--- src/rtl/ecov_pkg.sv ---
// shared types and constants of the exponential covariance kernel
`default_nettype none
package ecov_pkg;
  localparam int unsigned SumW   = 40;
  localparam int unsigned CoordW = 16;
  localparam int unsigned CfgW   = 24;
  localparam int unsigned IdxW   = 2;
  localparam int unsigned QDepth = 2;

  localparam logic [IdxW-1:0] REG_INV_LEN_SQ = 2'd0;
  localparam logic [IdxW-1:0] REG_VARIANCE   = 2'd1;

  localparam logic [31:0] EXP_NEG_ONE_Q32 = 32'd1580030169;
  localparam logic [31:0] DIST_CUTOFF     = 32'h0011_0000;
  localparam logic [3:0]  SERIES_TERMS    = 4'd13;

  // request moved from the accumulator into the queue
  typedef struct packed {
    logic            valid;
    logic [SumW-1:0] sum;
  } ecov_req_t;
endpackage
`default_nettype wire

--- src/rtl/ecov_front.sv ---
// front end: accumulates squared coordinate differences per pair
`default_nettype none
module ecov_front (
  input  wire logic                             clk_i,
  input  wire logic                             rst_ni,
  input  wire logic                             accept_i,
  input  wire logic signed [ecov_pkg::CoordW-1:0] coord_a_i,
  input  wire logic signed [ecov_pkg::CoordW-1:0] coord_b_i,
  input  wire logic                             last_coord_i,
  output ecov_pkg::ecov_req_t                   req_o
);
  logic [ecov_pkg::SumW-1:0] sum_q, sum_d;
  logic signed [ecov_pkg::CoordW:0] diff;
  logic [ecov_pkg::CoordW:0]        mag;
  logic [2*ecov_pkg::CoordW+1:0]    sq;
  logic [ecov_pkg::SumW:0]          total;
  logic [ecov_pkg::SumW-1:0]        sat;

  // exact difference, square and saturating sum
  always_comb begin
    diff  = (ecov_pkg::CoordW+1)'(coord_a_i) - (ecov_pkg::CoordW+1)'(coord_b_i);
    mag   = diff[ecov_pkg::CoordW] ? (ecov_pkg::CoordW+1)'(-diff) : diff;
    sq    = (2*ecov_pkg::CoordW+2)'(mag) * (2*ecov_pkg::CoordW+2)'(mag);
    total = {1'b0, sum_q} + (ecov_pkg::SumW+1)'(sq);
    sat   = total[ecov_pkg::SumW] ? '1 : total[ecov_pkg::SumW-1:0];
    sum_d = sum_q;
    if (accept_i) begin
      sum_d = last_coord_i ? '0 : sat;
    end
    req_o.valid = accept_i && last_coord_i;
    req_o.sum   = sat;
  end

  always_ff @(posedge clk_i or negedge rst_ni) begin
    if (!rst_ni) begin
      sum_q <= '0;
    end else begin
      sum_q <= sum_d;
    end
  end
endmodule
`default_nettype wire

--- config.mk ---
export PLATFORM = sky130hd
export DESIGN_NAME = ecov_front
export DESIGN_NICKNAME = d
export VERILOG_FILES = /design/src/rtl/ecov_pkg.sv /design/src/rtl/ecov_front.sv
export SDC_FILE = /design/constraint.sdc
export NUM_CORES = 1
export LEC_CHECK = 0
export ABC_AREA = 1
export BUFFER_PORTS_ARGS = -buffer_cell sky130_fd_sc_hd__clkbuf_2
export CAP_MARGIN = 20
export CORE_UTILIZATION = 48
export CTS_CLUSTER_DIAMETER = 120
export DETAILED_ROUTE_END_ITERATION = 8
export PLACE_DENSITY = 0.72
export SYNTH_ARGS = -nofsm -noshare
export SYNTH_HDL_FRONTEND = slang
export SYNTH_SLANG_ARGS = --single-unit
--- constraint.sdc ---
create_clock -name clk_i -period 8.48 [get_ports clk_i]
set_input_delay 0.848 -clock clk_i [delete_from_list [all_inputs] [get_ports clk_i]]
set_output_delay 0.848 -clock clk_i [all_outputs]
set_load 0.02 [all_outputs]
==> flow_summary.yaml <==
cts:
  cts.reportedPaths.clkPinSlew_ns: 0.07
  cts_sinks: 40
  clk_path_buf_depth: 2
  htreeDepth: 2
  cts_tree: "built"
  cts_buffers: 5
  root_buffer: "clkbuf_16"
  clk_latency_ns: 0.30
synth:
  async_flop_share: 1.00
  synth_top_area_cell: "fa_1"
  synthTopCellsByCount: "493 x inv_1, 377 x nand2_1, 225 x fa_1, 137 x nor2_1, 129 x ha_1"
  yosysUniqueCellTypes: 49
  yosysSeqAreaShare: 0.0753
  synth_edf_count: 0
  syn_area_um2: 13300
  ys_ff_latch: 40
  synth_top_area_share: 0.339
  synth_ff_type: "dfrtp_1"
  synth_cells: 1777
  yosys_warnings: 0
  avgSynthCellArea_um2: 7.48
  synth.area.top_cells: "fa_1 34%, inv_1 14%, ha_1 12%"
  yosysMostFrequentCell: "inv_1"
sta:
  worst_pin_slew_ns: 1.04
  hold_viol_final: 0
  slew_viol_final: 0
  finalCritPeriodShare: 1.09
  rsz0062_at_grt: "yes"
  fmax_mhz: 108
  final.setup_skew_ns: 0.00763
  setup_violations: 40
  holdWs_ns: 0.500
  min_period_ns: 9.28
  slew_headroom: 0.307
  worst_slack_ns: -0.802
placement:
  place_hpwl_um: 32600
  numPortBuffers: 76
  dpl.cell_count: 2476
  gp_congestion: 0.966
finish:
  final_cells: 2565
  num_antenna_cells: 0
  largest_register: "sum_q"
  largest_reg_flops: 40
  largest_registers: "sum_q: 40 flops"
  area_growth_pct: 43.4
  nNetsFinal: 2613
  layout-drive-gt1-share: 0.354
die:
  design.die.area_um2: 28400
  placementRows: 60
  die_w_um: 168
  io_pins: 77
  fp.dieH_um: 168
  fp.coreArea_um2: 27000
  initial_core_util: 0.492
detailed_routing:
  vias: 13300
  drcViolationCount: 0
  drt_iter0_drc: 827
  detail-route-antenna-nets: 0
  vias_per_cell: 5.17
  dr.pass1.iters: 5
  wire_per_inst_um: 17.0
  finalWirelength_um: 43600
global_route:
  grt_first_pass_wirelength_um: 66700
  grt.total_usage: 0.299
  grt_pass1_vias: 13900
  grt_max_degree: 41
  antenna_found_initial: 0
  grt_overflow: 0
setup_path:
  max_stage_delay_ns: 0.64
  critPathLaunchType: "input pin"
  slowest_stage: "fa_1"
  worstPathArrival_ns: 8.43
  endpoint_kind: "primary output"
  critical_path_required_ns: 7.63
  worstPathMaxFanout: 5
  setup.worst_path.class: "input pin to primary output"
  ff2ff_setup_slack_ns: 3.14
status:
  outcome: "finished, violations left"
  failed_checks: "setup timing"
run:
  drv_cap: 0
min_path:
  worst_hold_path_type: "flip-flop to flip-flop"
==> cell usage in the layout, fill, tap and decap left out, drive strengths merged <==
cell,Yosys,final
a211oi,2,2
and2,2,2
nand3,71,71
xnor2,14,14
o21ai,56,56
inv,515,514
o211ai,2,2
nor3,9,9
xor2,17,17
ha,129,129
buf,19,424
o21a,1,1
or2,7,7
nand3b,3,3
a31oi,4,4
nor2,163,163
a21oi,55,55
nand2,397,397
clkinv,0,1
o21bai,7,7
a21boi,3,3
a21o,8,8
nand4,12,12
dfrtp,40,40
fa,225,225
clkbuf,10,42
conb,2,12
nor4,3,3
o2111ai,1,1
==> cell families after synthesis <==
logic type,after synthesis,synth area share
compound gates,139,0.0596
xor+xnor,31,0.0255
fa+ha+maj,354,0.460
simple gates,667,0.219
buf+inv,544,0.159
other cells,2,0.000565
flops,40,0.0753
==> layer usage <==
layer,wire length [um],GRT usage,vias up
met1,16800,0.354,6502
met3,2390,0.0409,164
met4,2290,0.127,0
li1,-,-,6090
met2,22200,0.543,510
met5,0,0,-
==> path summary, 6_finish.rpt <==
kind | start | end | depth (start not counted)
setup / recovery | coord_a_i[0] | req_o[36] | 42
hold / removal | sum_q[24] | sum_q[24] | 2
setup reg to reg | sum_q[9] | sum_q[16] | 22
hold reg to reg | sum_q[24] | sum_q[24] | 2
max in group asynchronous | rst_ni | sum_q[7] | 2
min in group asynchronous | rst_ni | sum_q[32] | 2
==> critical path, delay by kind of cell <==
family / cells / cell delay (ns)
buffers and inverters: 13 / 1.28
adder cells (fa/ha/maj): 10 / 4.08
AND/OR/NAND/NOR: 14 / 1.46
AO/OA/AOI/OAI: 5 / 0.74
==> final cells by class <==
class	count	area (um2)
Inverter	515	1970
Timing Repair Buffer	458	3920
Clock buffer	8	146
Multi-Input combinational cell	1203	11600
Fill cell	1981	7960
Sequential cell	40	1000
Tap cell	341	427
==> repair_timing <==
| action | in CTS | in global routing |
|---|---|---|
| hold buffers | 0 | 0 |
| setup buffers | 53 | 25 |
| pin swaps | 71 | 79 |
| gates cloned | 4 | 0 |
| gates resized for setup | 199 | 221 |
| endpoints found under the setup margin | 44 | 54 |
==> metrics by stage <==
stage | cell area [um2] | setup TNS, ns | setup slack (ns) | utilization
3_3_place_gp | 16600 | -28.44 | -0.751 | 0.615
5_1_grt | 19100 | -40.58 | -1.04 | 0.705
4_1_cts | 18100 | -19.89 | -0.535 | 0.671
3_5_place_dp | 16600 | -40.36 | -0.914 | 0.615
2_1_floorplan | 13600 | 0 | 0.00544 | -
6_report | 19100 | -28.93 | -0.802 | 0.705
Power is left out: the tool's default activity adds up to more than one toggle a clock period on the data nets, which glitch-free logic cannot reach.
