[src/rtl/ecov_pkg.sv]
// shared types and constants of the exponential covariance kernel
`default_nettype none
package ecov_pkg;
  localparam int unsigned SumW   = 40;
  localparam int unsigned CoordW = 16;
  localparam int unsigned CfgW   = 24;
  localparam int unsigned IdxW   = 2;
  localparam int unsigned QDepth = 2;

  localparam logic [IdxW-1:0] REG_INV_LEN_SQ = 2'd0;
  localparam logic [IdxW-1:0] REG_VARIANCE   = 2'd1;

  localparam logic [31:0] EXP_NEG_ONE_Q32 = 32'd1580030169;
  localparam logic [31:0] DIST_CUTOFF     = 32'h0011_0000;
  localparam logic [3:0]  SERIES_TERMS    = 4'd13;

  // request moved from the accumulator into the queue
  typedef struct packed {
    logic            valid;
    logic [SumW-1:0] sum;
  } ecov_req_t;
endpackage
`default_nettype wire

[src/rtl/ecov_queue.sv]
// short queue of finished sums between front and back end
`default_nettype none
module ecov_queue (
  input  wire logic                      clk_i,
  input  wire logic                      rst_ni,
  input  ecov_pkg::ecov_req_t            req_i,
  output logic                           full_o,
  output logic                           valid_o,
  output logic [ecov_pkg::SumW-1:0]      sum_o,
  input  wire logic                      pop_i
);
  logic [ecov_pkg::SumW-1:0] mem_q [ecov_pkg::QDepth];
  logic wr_ptr_q, rd_ptr_q;
  logic [1:0] cnt_q;
  logic do_pop;

  assign full_o  = (cnt_q == 2'(ecov_pkg::QDepth));
  assign valid_o = (cnt_q != 2'd0);
  assign sum_o   = mem_q[rd_ptr_q];
  assign do_pop  = pop_i && valid_o;

  // storage
  always_ff @(posedge clk_i) begin
    if (req_i.valid) begin
      mem_q[wr_ptr_q] <= req_i.sum;
    end
  end

  // pointers and fill count
  always_ff @(posedge clk_i or negedge rst_ni) begin
    if (!rst_ni) begin
      wr_ptr_q <= 1'b0;
      rd_ptr_q <= 1'b0;
      cnt_q    <= 2'd0;
    end else begin
      if (req_i.valid) wr_ptr_q <= ~wr_ptr_q;
      if (do_pop)      rd_ptr_q <= ~rd_ptr_q;
      cnt_q <= cnt_q + 2'(req_i.valid) - 2'(do_pop);
    end
  end
endmodule
`default_nettype wire

[config.mk]
export PLATFORM = sky130hd
export DESIGN_NAME = ecov_queue
export DESIGN_NICKNAME = d
export VERILOG_FILES = /design/src/rtl/ecov_pkg.sv /design/src/rtl/ecov_queue.sv
export SDC_FILE = /design/constraint.sdc
export NUM_CORES = 1
export LEC_CHECK = 0
export ABC_CLOCK_PERIOD_IN_PS = 8200
export BUFFER_PORTS_ARGS = -buffer_cell sky130_fd_sc_hd__buf_2
export CAP_MARGIN = 20
export CORE_ASPECT_RATIO = 0.8
export CORE_MARGIN = 5
export CORE_UTILIZATION = 50
export CTS_CLUSTER_SIZE = 24
export DETAILED_ROUTE_END_ITERATION = 10
export GPL_TIMING_DRIVEN = 1
export PLACE_DENSITY = 0.76
export SLEW_MARGIN = 15
export SYNTH_ARGS = -nofsm -noshare
export SYNTH_HDL_FRONTEND = slang
export SYNTH_SLANG_ARGS = --single-unit
[constraint.sdc]
create_clock -name clk_i -period 8.2 [get_ports clk_i]
set_input_delay 0.41 -clock clk_i [delete_from_list [all_inputs] [get_ports clk_i]]
set_output_delay 0.41 -clock clk_i [all_outputs]
set_load 0.05 [all_outputs]
==> impl_metrics.toml, run 1 <==
[critical_path]
start_kind = "register"
cpPeakStageDelay_ns = 0.78
end_kind = "primary output"
r2r-start = "wr_ptr_q"
required_ns = 7.79
criticalPathCategory = "register to primary output"
crit_family = "flip-flops"
r2r-end = "mem_q[1][15]"
crit_buf_inv = 2
cpMaxStageDelayCell = "dfrtp_2"
rr_worst_depth = 1
cp.arrival_ns = 2.20
r2r_slack_ns = 6.57
cp_cell_sequence = "buf_4, mux2_2, buf_2"
crit_fanout = 21

[clock_tree]
cts_root_buf = "clkbuf_8"
cts_buffers = 9
cts_max_path_buffers = 2
cts_sinks = 84
cts_tree = "built"
clk_latency_ns = 0.34
cts-htree-levels = 3
clk_pin_slew_worst_paths_ns = 0.08
cts_resized = 0

[timing]
slew_viol_final = 0
timing.final.crit_share = 0.318
max_freq_mhz = 384
finalClockSkew_ns = 0.00449
holdWs_ns = 0.251
tns_ns = 0
finalSetupViolations = 0
timing_worst_slew_pin_value_ns = 0.958
relSlewSlack = 0.361
hold_violations = 0
rsz0062_at_grt = "no"
min_period_ns = 2.61

[pwr]
ir_drop_mv = 0.244
power_density_nw_per_um2 = 405
p_leak_uw = 0.00163
p_total_uw = 1620

[yosys]
synth_area_leaders = "edfxtp_1 (73%), mux2_4 (18%), dfrtp_1 (3.0%)"
synth_top_family_by_area = "multiplexers"
yosysWarnings = 0
syn_area_per_cell_um2 = 23.2
synth-adder-area-share = 0.00760
yosysUniqueCellTypes = 14
synth_area_um2 = 3290
synth_top_flop_cell = "edfxtp_1"
synth_common_cells = "edfxtp_1 (80), mux2_4 (39), buf_12 (4), dfrtp_1 (4)"
syn-instance-count = 142
synthArstFlopShare = 0.0476
synth_xor_area_frac = 0.0106
synth_area_leader_cell = "edfxtp_1"
yosysSeqAreaShare = 0.760
yosysTopAreaCellShare = 0.730
synthMostInstantiatedCell = "edfxtp_1"
synth_seq_cells = 84
yosys.area_share.simple = 0.00760
muxShareOfSynthArea = 0.181
synth_compound_area_frac = 0.00228
syn-num-nets = 188
synth_edf_count = 80

[global_routing]
grt_max_degree = 41
first_global_vias = 1643
grt_pass1_wl_um = 7800
antenna_found_initial = 0
grt_overflow_total = 0
grt_usage = 0.132

[drt]
wl_um = 5050
drc = 0
drtIter0Drc = 61
via_count = 1564
first_pass_iters = 4
ant_nets = 0
drt-vias-per-instance = 4.81
post_drt_wl_per_cell_um = 15.5

[floorplanning]
rows = 26
io_pins = 86
core_um2 = 6410
start_util = 0.513
die_area_um2 = 8310
fp.dieH_um = 82.6
die_x_um = 101

[place]
port_buffers = 85
dpl.hpwl_um = 3330
place_congestion = 0.696
dp_cells = 308

[final_layout]
drive_gt1_frac = 0.593
syn_to_final_growth_pct = 21.3
num_antenna_cells = 0
nNetsFinal = 282
instances_no_fill = 325

[flow_run]
cap_violations = 0

[min_path]
hold_depth = 1
min_to = "mem_q[0][37]"
worst_hold_path_type = "input port to register"
min_from = "req_i[37]"

[outcome]
status = "completed"
[what timing repair did]
item,in CTS,in global routing
hold endpoints to repair,4,0
hold buffers,1,0
buffers inserted,0,0
[report_power, final]
group	total [uW]	switching (uW)	internal (uW)	leakage [uW]
clock network	302	133	168	0.0000990
registers	623	51.5	572	0.000796
logic	693	458	235	0.000736
total	1620	643	976	0.00163
[sequential cells by signal (all words and copies together), names as in the netlist]
register  cells
cnt_q         2
rd_ptr_q      1
wr_ptr_q      1
mem_q        80
[how the worst max path moves through the flow]
stage               startpoint  cells after the start  slack, ns          end
finish                rd_ptr_q                      3       5.59    sum_o[39]
floorplan            req_i[40]                      1       5.56  mem_q[0][0]
global placement      rd_ptr_q                      3       5.94    sum_o[39]
CTS                   rd_ptr_q                      3       5.54    sum_o[39]
global route          rd_ptr_q                      3       5.44    sum_o[39]
detailed placement    rd_ptr_q                      3       5.91    sum_o[39]
[stage by stage]
stage	setup slack [ns]	utilization	instance area, um^2
3_3_place_gp	5.94	0.585	3750
3_5_place_dp	5.91	0.589	3770
5_1_grt	5.44	0.623	3990
6_report	5.59	0.623	3990
4_1_cts	5.54	0.623	3990
2_1_floorplan	5.56	-	3290
[kinds of logic after synthesis]
logic type	Yosys count
flops	84
simple gates	4
xor+xnor	4
fa+ha+maj	2
buf+inv	7
compound gates	1
mux	40
[cell usage in the layout, fill, tap and decap left out]
cell type      count
dfrtp_2            1
nor2b_4            1
buf_2             85
edfxtp_1          80
xnor2_1            2
buf_16             1
clkbuf_1           1
o21a_1             1
clkbuf_8           9
mux2_4            39
or2_2              1
ha_1               2
dfrtp_1            3
clkinvlp_4         1
clkinv_1           3
bufinv_16          2
xor2_1             2
dlygate4sd3_1      1
buf_4              1
inv_1              2
and2_2             1
nor2b_1            1
mux2_2             1
[layer usage]
metal  vias up  GRT usage  share of wire
met5         -          0              0
li1        736          -              -
met3         5     0.0798           0.11
met2        70      0.210           0.49
met1       753      0.149           0.40
met4         0     0.0404         0.0083
[area by class of cell]
type | count | area (um^2)
flip-flops and latches | 84 | 2500
fillers | 474 | 2420
multi-input cells | 51 | 698
repair buffers | 88 | 470
clock buffers | 10 | 128
well taps | 84 | 105
clock inverters | 6 | 78.8
inverters | 2 | 7.51
Note: power is estimated with default switching activity, not from simulation.
==> inputs of run 2 (changes only) <==
--- a/config.mk
+++ b/config.mk
@@ -5,7 +5,7 @@
 export SDC_FILE = /design/constraint.sdc
 export NUM_CORES = 1
 export LEC_CHECK = 0
-export ABC_CLOCK_PERIOD_IN_PS = 8200
+export ABC_CLOCK_PERIOD_IN_PS = 2500
 export BUFFER_PORTS_ARGS = -buffer_cell sky130_fd_sc_hd__buf_2
 export CAP_MARGIN = 20
 export CORE_ASPECT_RATIO = 0.8
==> constraint.sdc (replaced) <==
create_clock -name clk_i -period 2.5 [get_ports clk_i]
set_input_delay 0.125 -clock clk_i [delete_from_list [all_inputs] [get_ports clk_i]]
set_output_delay 0.125 -clock clk_i [all_outputs]
set_load 0.05 [all_outputs]
==> run 2 against run 1 <==
Sequential power rose to 3.2 times the previous value. Count of clock-buffer cells in the layout is the same. First-iteration DRC count is 36% higher. Hold slack got worse by 0.23 ns. Critical endpoint is now sum_o[26]. Routed wire length rose by 14%. Highest routed layer unchanged. Clock power rose to 2.6 times the previous value. Final cell count is 13% higher.
==> impl_metrics.toml, run 2 (synthesis gave the netlist of run 1 again) <==
[clock_tree]
clk_latency_ns = 0.35
post_cts_buffers = 0
cts_buffers = 9
cts_resized = 0
cts_root_buf = "clkbuf_8"
cts_tree = "built"
cts_max_path_buffers = 2
hold_buffers = 41
cts_sinks = 84
cts-htree-levels = 3
clk_pin_slew_worst_paths_ns = 0.07

[final_layout]
fin_util = 0.682
instances_no_fill = 367
top_regs = "mem_q (80), cnt_q (2)"
drive_gt1_frac = 0.523
regMostFlops = "mem_q"
final_cell_mix = "buf_2 (85), edfxtp_1 (80), dlygate4sd3_1 (41)"
largest_reg_flops = 80
final_common_cell = "buf_2"
num_antenna_cells = 0
syn_to_final_growth_pct = 32.8
nNetsFinal = 325

[drt]
wl_met3_um = 524
post_drt_wl_per_cell_um = 15.8
wl_met1_um = 2290
via_count = 1736
wl_um = 5780
drtIter0Drc = 83
maxUsedRoutingLayer = "met4"
drc = 0
met2_length_um = 2890
drt-vias-per-instance = 4.73
ant_nets = 0
first_pass_iters = 4

[outcome]
status = "completed"

[floorplanning]
start_util = 0.513
rows = 26
io_pins = 86
die_area_um2 = 8310
die_x_um = 101
core_um2 = 6410
fp.dieH_um = 82.6

[timing]
tns_ns = 0
finalSetupViolations = 0
max_freq_mhz = 523
hold_violations = 0
timing_worst_slew_pin_value_ns = 0.511
min_period_ns = 1.91
slew_viol_final = 0
rsz0062_at_grt = "no"
relSlewSlack = 0.659
timing.final.crit_share = 0.765
finalClockSkew_ns = 0.00479
holdWs_ns = 0.0158

[critical_path]
crit_buf_inv = 2
crit_fanout = 12
cp_cell_sequence = "buf_4, mux2_4, buf_2"
end_kind = "primary output"
required_ns = 2.38
r2r-end = "cnt_q[1]"
criticalPathCategory = "register to primary output"
r2r_slack_ns = 1.01
crit_family = "flip-flops"
r2r-start = "cnt_q[0]"
cpPeakStageDelay_ns = 0.58
rr_worst_depth = 6
start_kind = "register"
cpMaxStageDelayCell = "dfrtp_2"
cp.arrival_ns = 1.79

[min_path]
hold_depth = 2
min_to = "wr_ptr_q"
worst_hold_path_type = "input port to register"
min_from = "req_i[40]"

[pwr]
p_sw_frac = 0.412
p_total_uw = 5210
p_seq_frac = 0.385
power_density_nw_per_um2 = 1190
clkPwrFrac = 0.152
power_switching_uw = 2150
p_int_uw = 3060
ir_drop_mv = 0.853
combPwrFrac = 0.463
p_leak_uw = 0.00179

[place]
port_buffers = 85
dp_cells = 311
place_congestion = 0.691
dpl.hpwl_um = 3650

[global_routing]
first_global_vias = 1933
grt_pass1_wl_um = 9090
grt_max_degree = 23
grt_overflow_total = 0
antenna_found_initial = 0
grt_usage = 0.149

[flow_run]
cap_violations = 0
-- run 2: how the worst max path moves through the flow --
stage                              to  depth (start not counted)  slack, ns     start
after CTS                   sum_o[12]                          3       0.56  rd_ptr_q
after global placement      sum_o[22]                          3       0.97  rd_ptr_q
after detailed placement    sum_o[12]                          3       0.95  rd_ptr_q
after floorplan           mem_q[0][0]                          1       0.63  wr_ptr_q
final                       sum_o[26]                          3       0.59  rd_ptr_q
after global routing        sum_o[26]                          3       0.50  rd_ptr_q
-- run 2: per-layer routing --
| metal | global-route usage | vias to the layer above |
|---|---|---|
| met1 | 0.166 | 829 |
| li1 | - | 821 |
| met2 | 0.260 | 73 |
| met3 | 0.0655 | 13 |
| met5 | 0 | - |
| met4 | 0.0485 | 0 |
-- run 2: final cells by class --
type	instances	area [um^2]
tap	84	105
multi-input combinational	51	698
timing repair buffer	131	898
clock buffer	10	128
inverter	2	7.51
fill	423	2040
clock inverter	5	30.0
sequential	84	2500
-- run 2: power groups by stage --
stage                     combinational [uW]  sequential [uW]  clock (uW)
final                                   2410             2000         793
after global routing                    2530             2040         887
after CTS                               2440             2010         822
after detailed placement                2380             2040           0
after global placement                  2370             2030           0
after floorplan                         2090             1970           0
-- run 2: metrics by stage --
| step | instance area, um^2 | setup slack, ns |
|---|---|---|
| after detailed placement | 3800 | 0.946 |
| after floorplan | 3290 | 0.627 |
| after CTS | 4370 | 0.562 |
| after global routing | 4370 | 0.498 |
| final | 4370 | 0.589 |
| after global placement | 3800 | 0.968 |
-- run 2: worst reg2reg max path: stages (launching register included) --
cell and delay [ns]:
dfrtp_1 0.41, o21a_1 0.22, ha_1 0.27, inv_1 0.03, ha_1 0.18, xnor2_1 0.16
xnor2_1 0.14
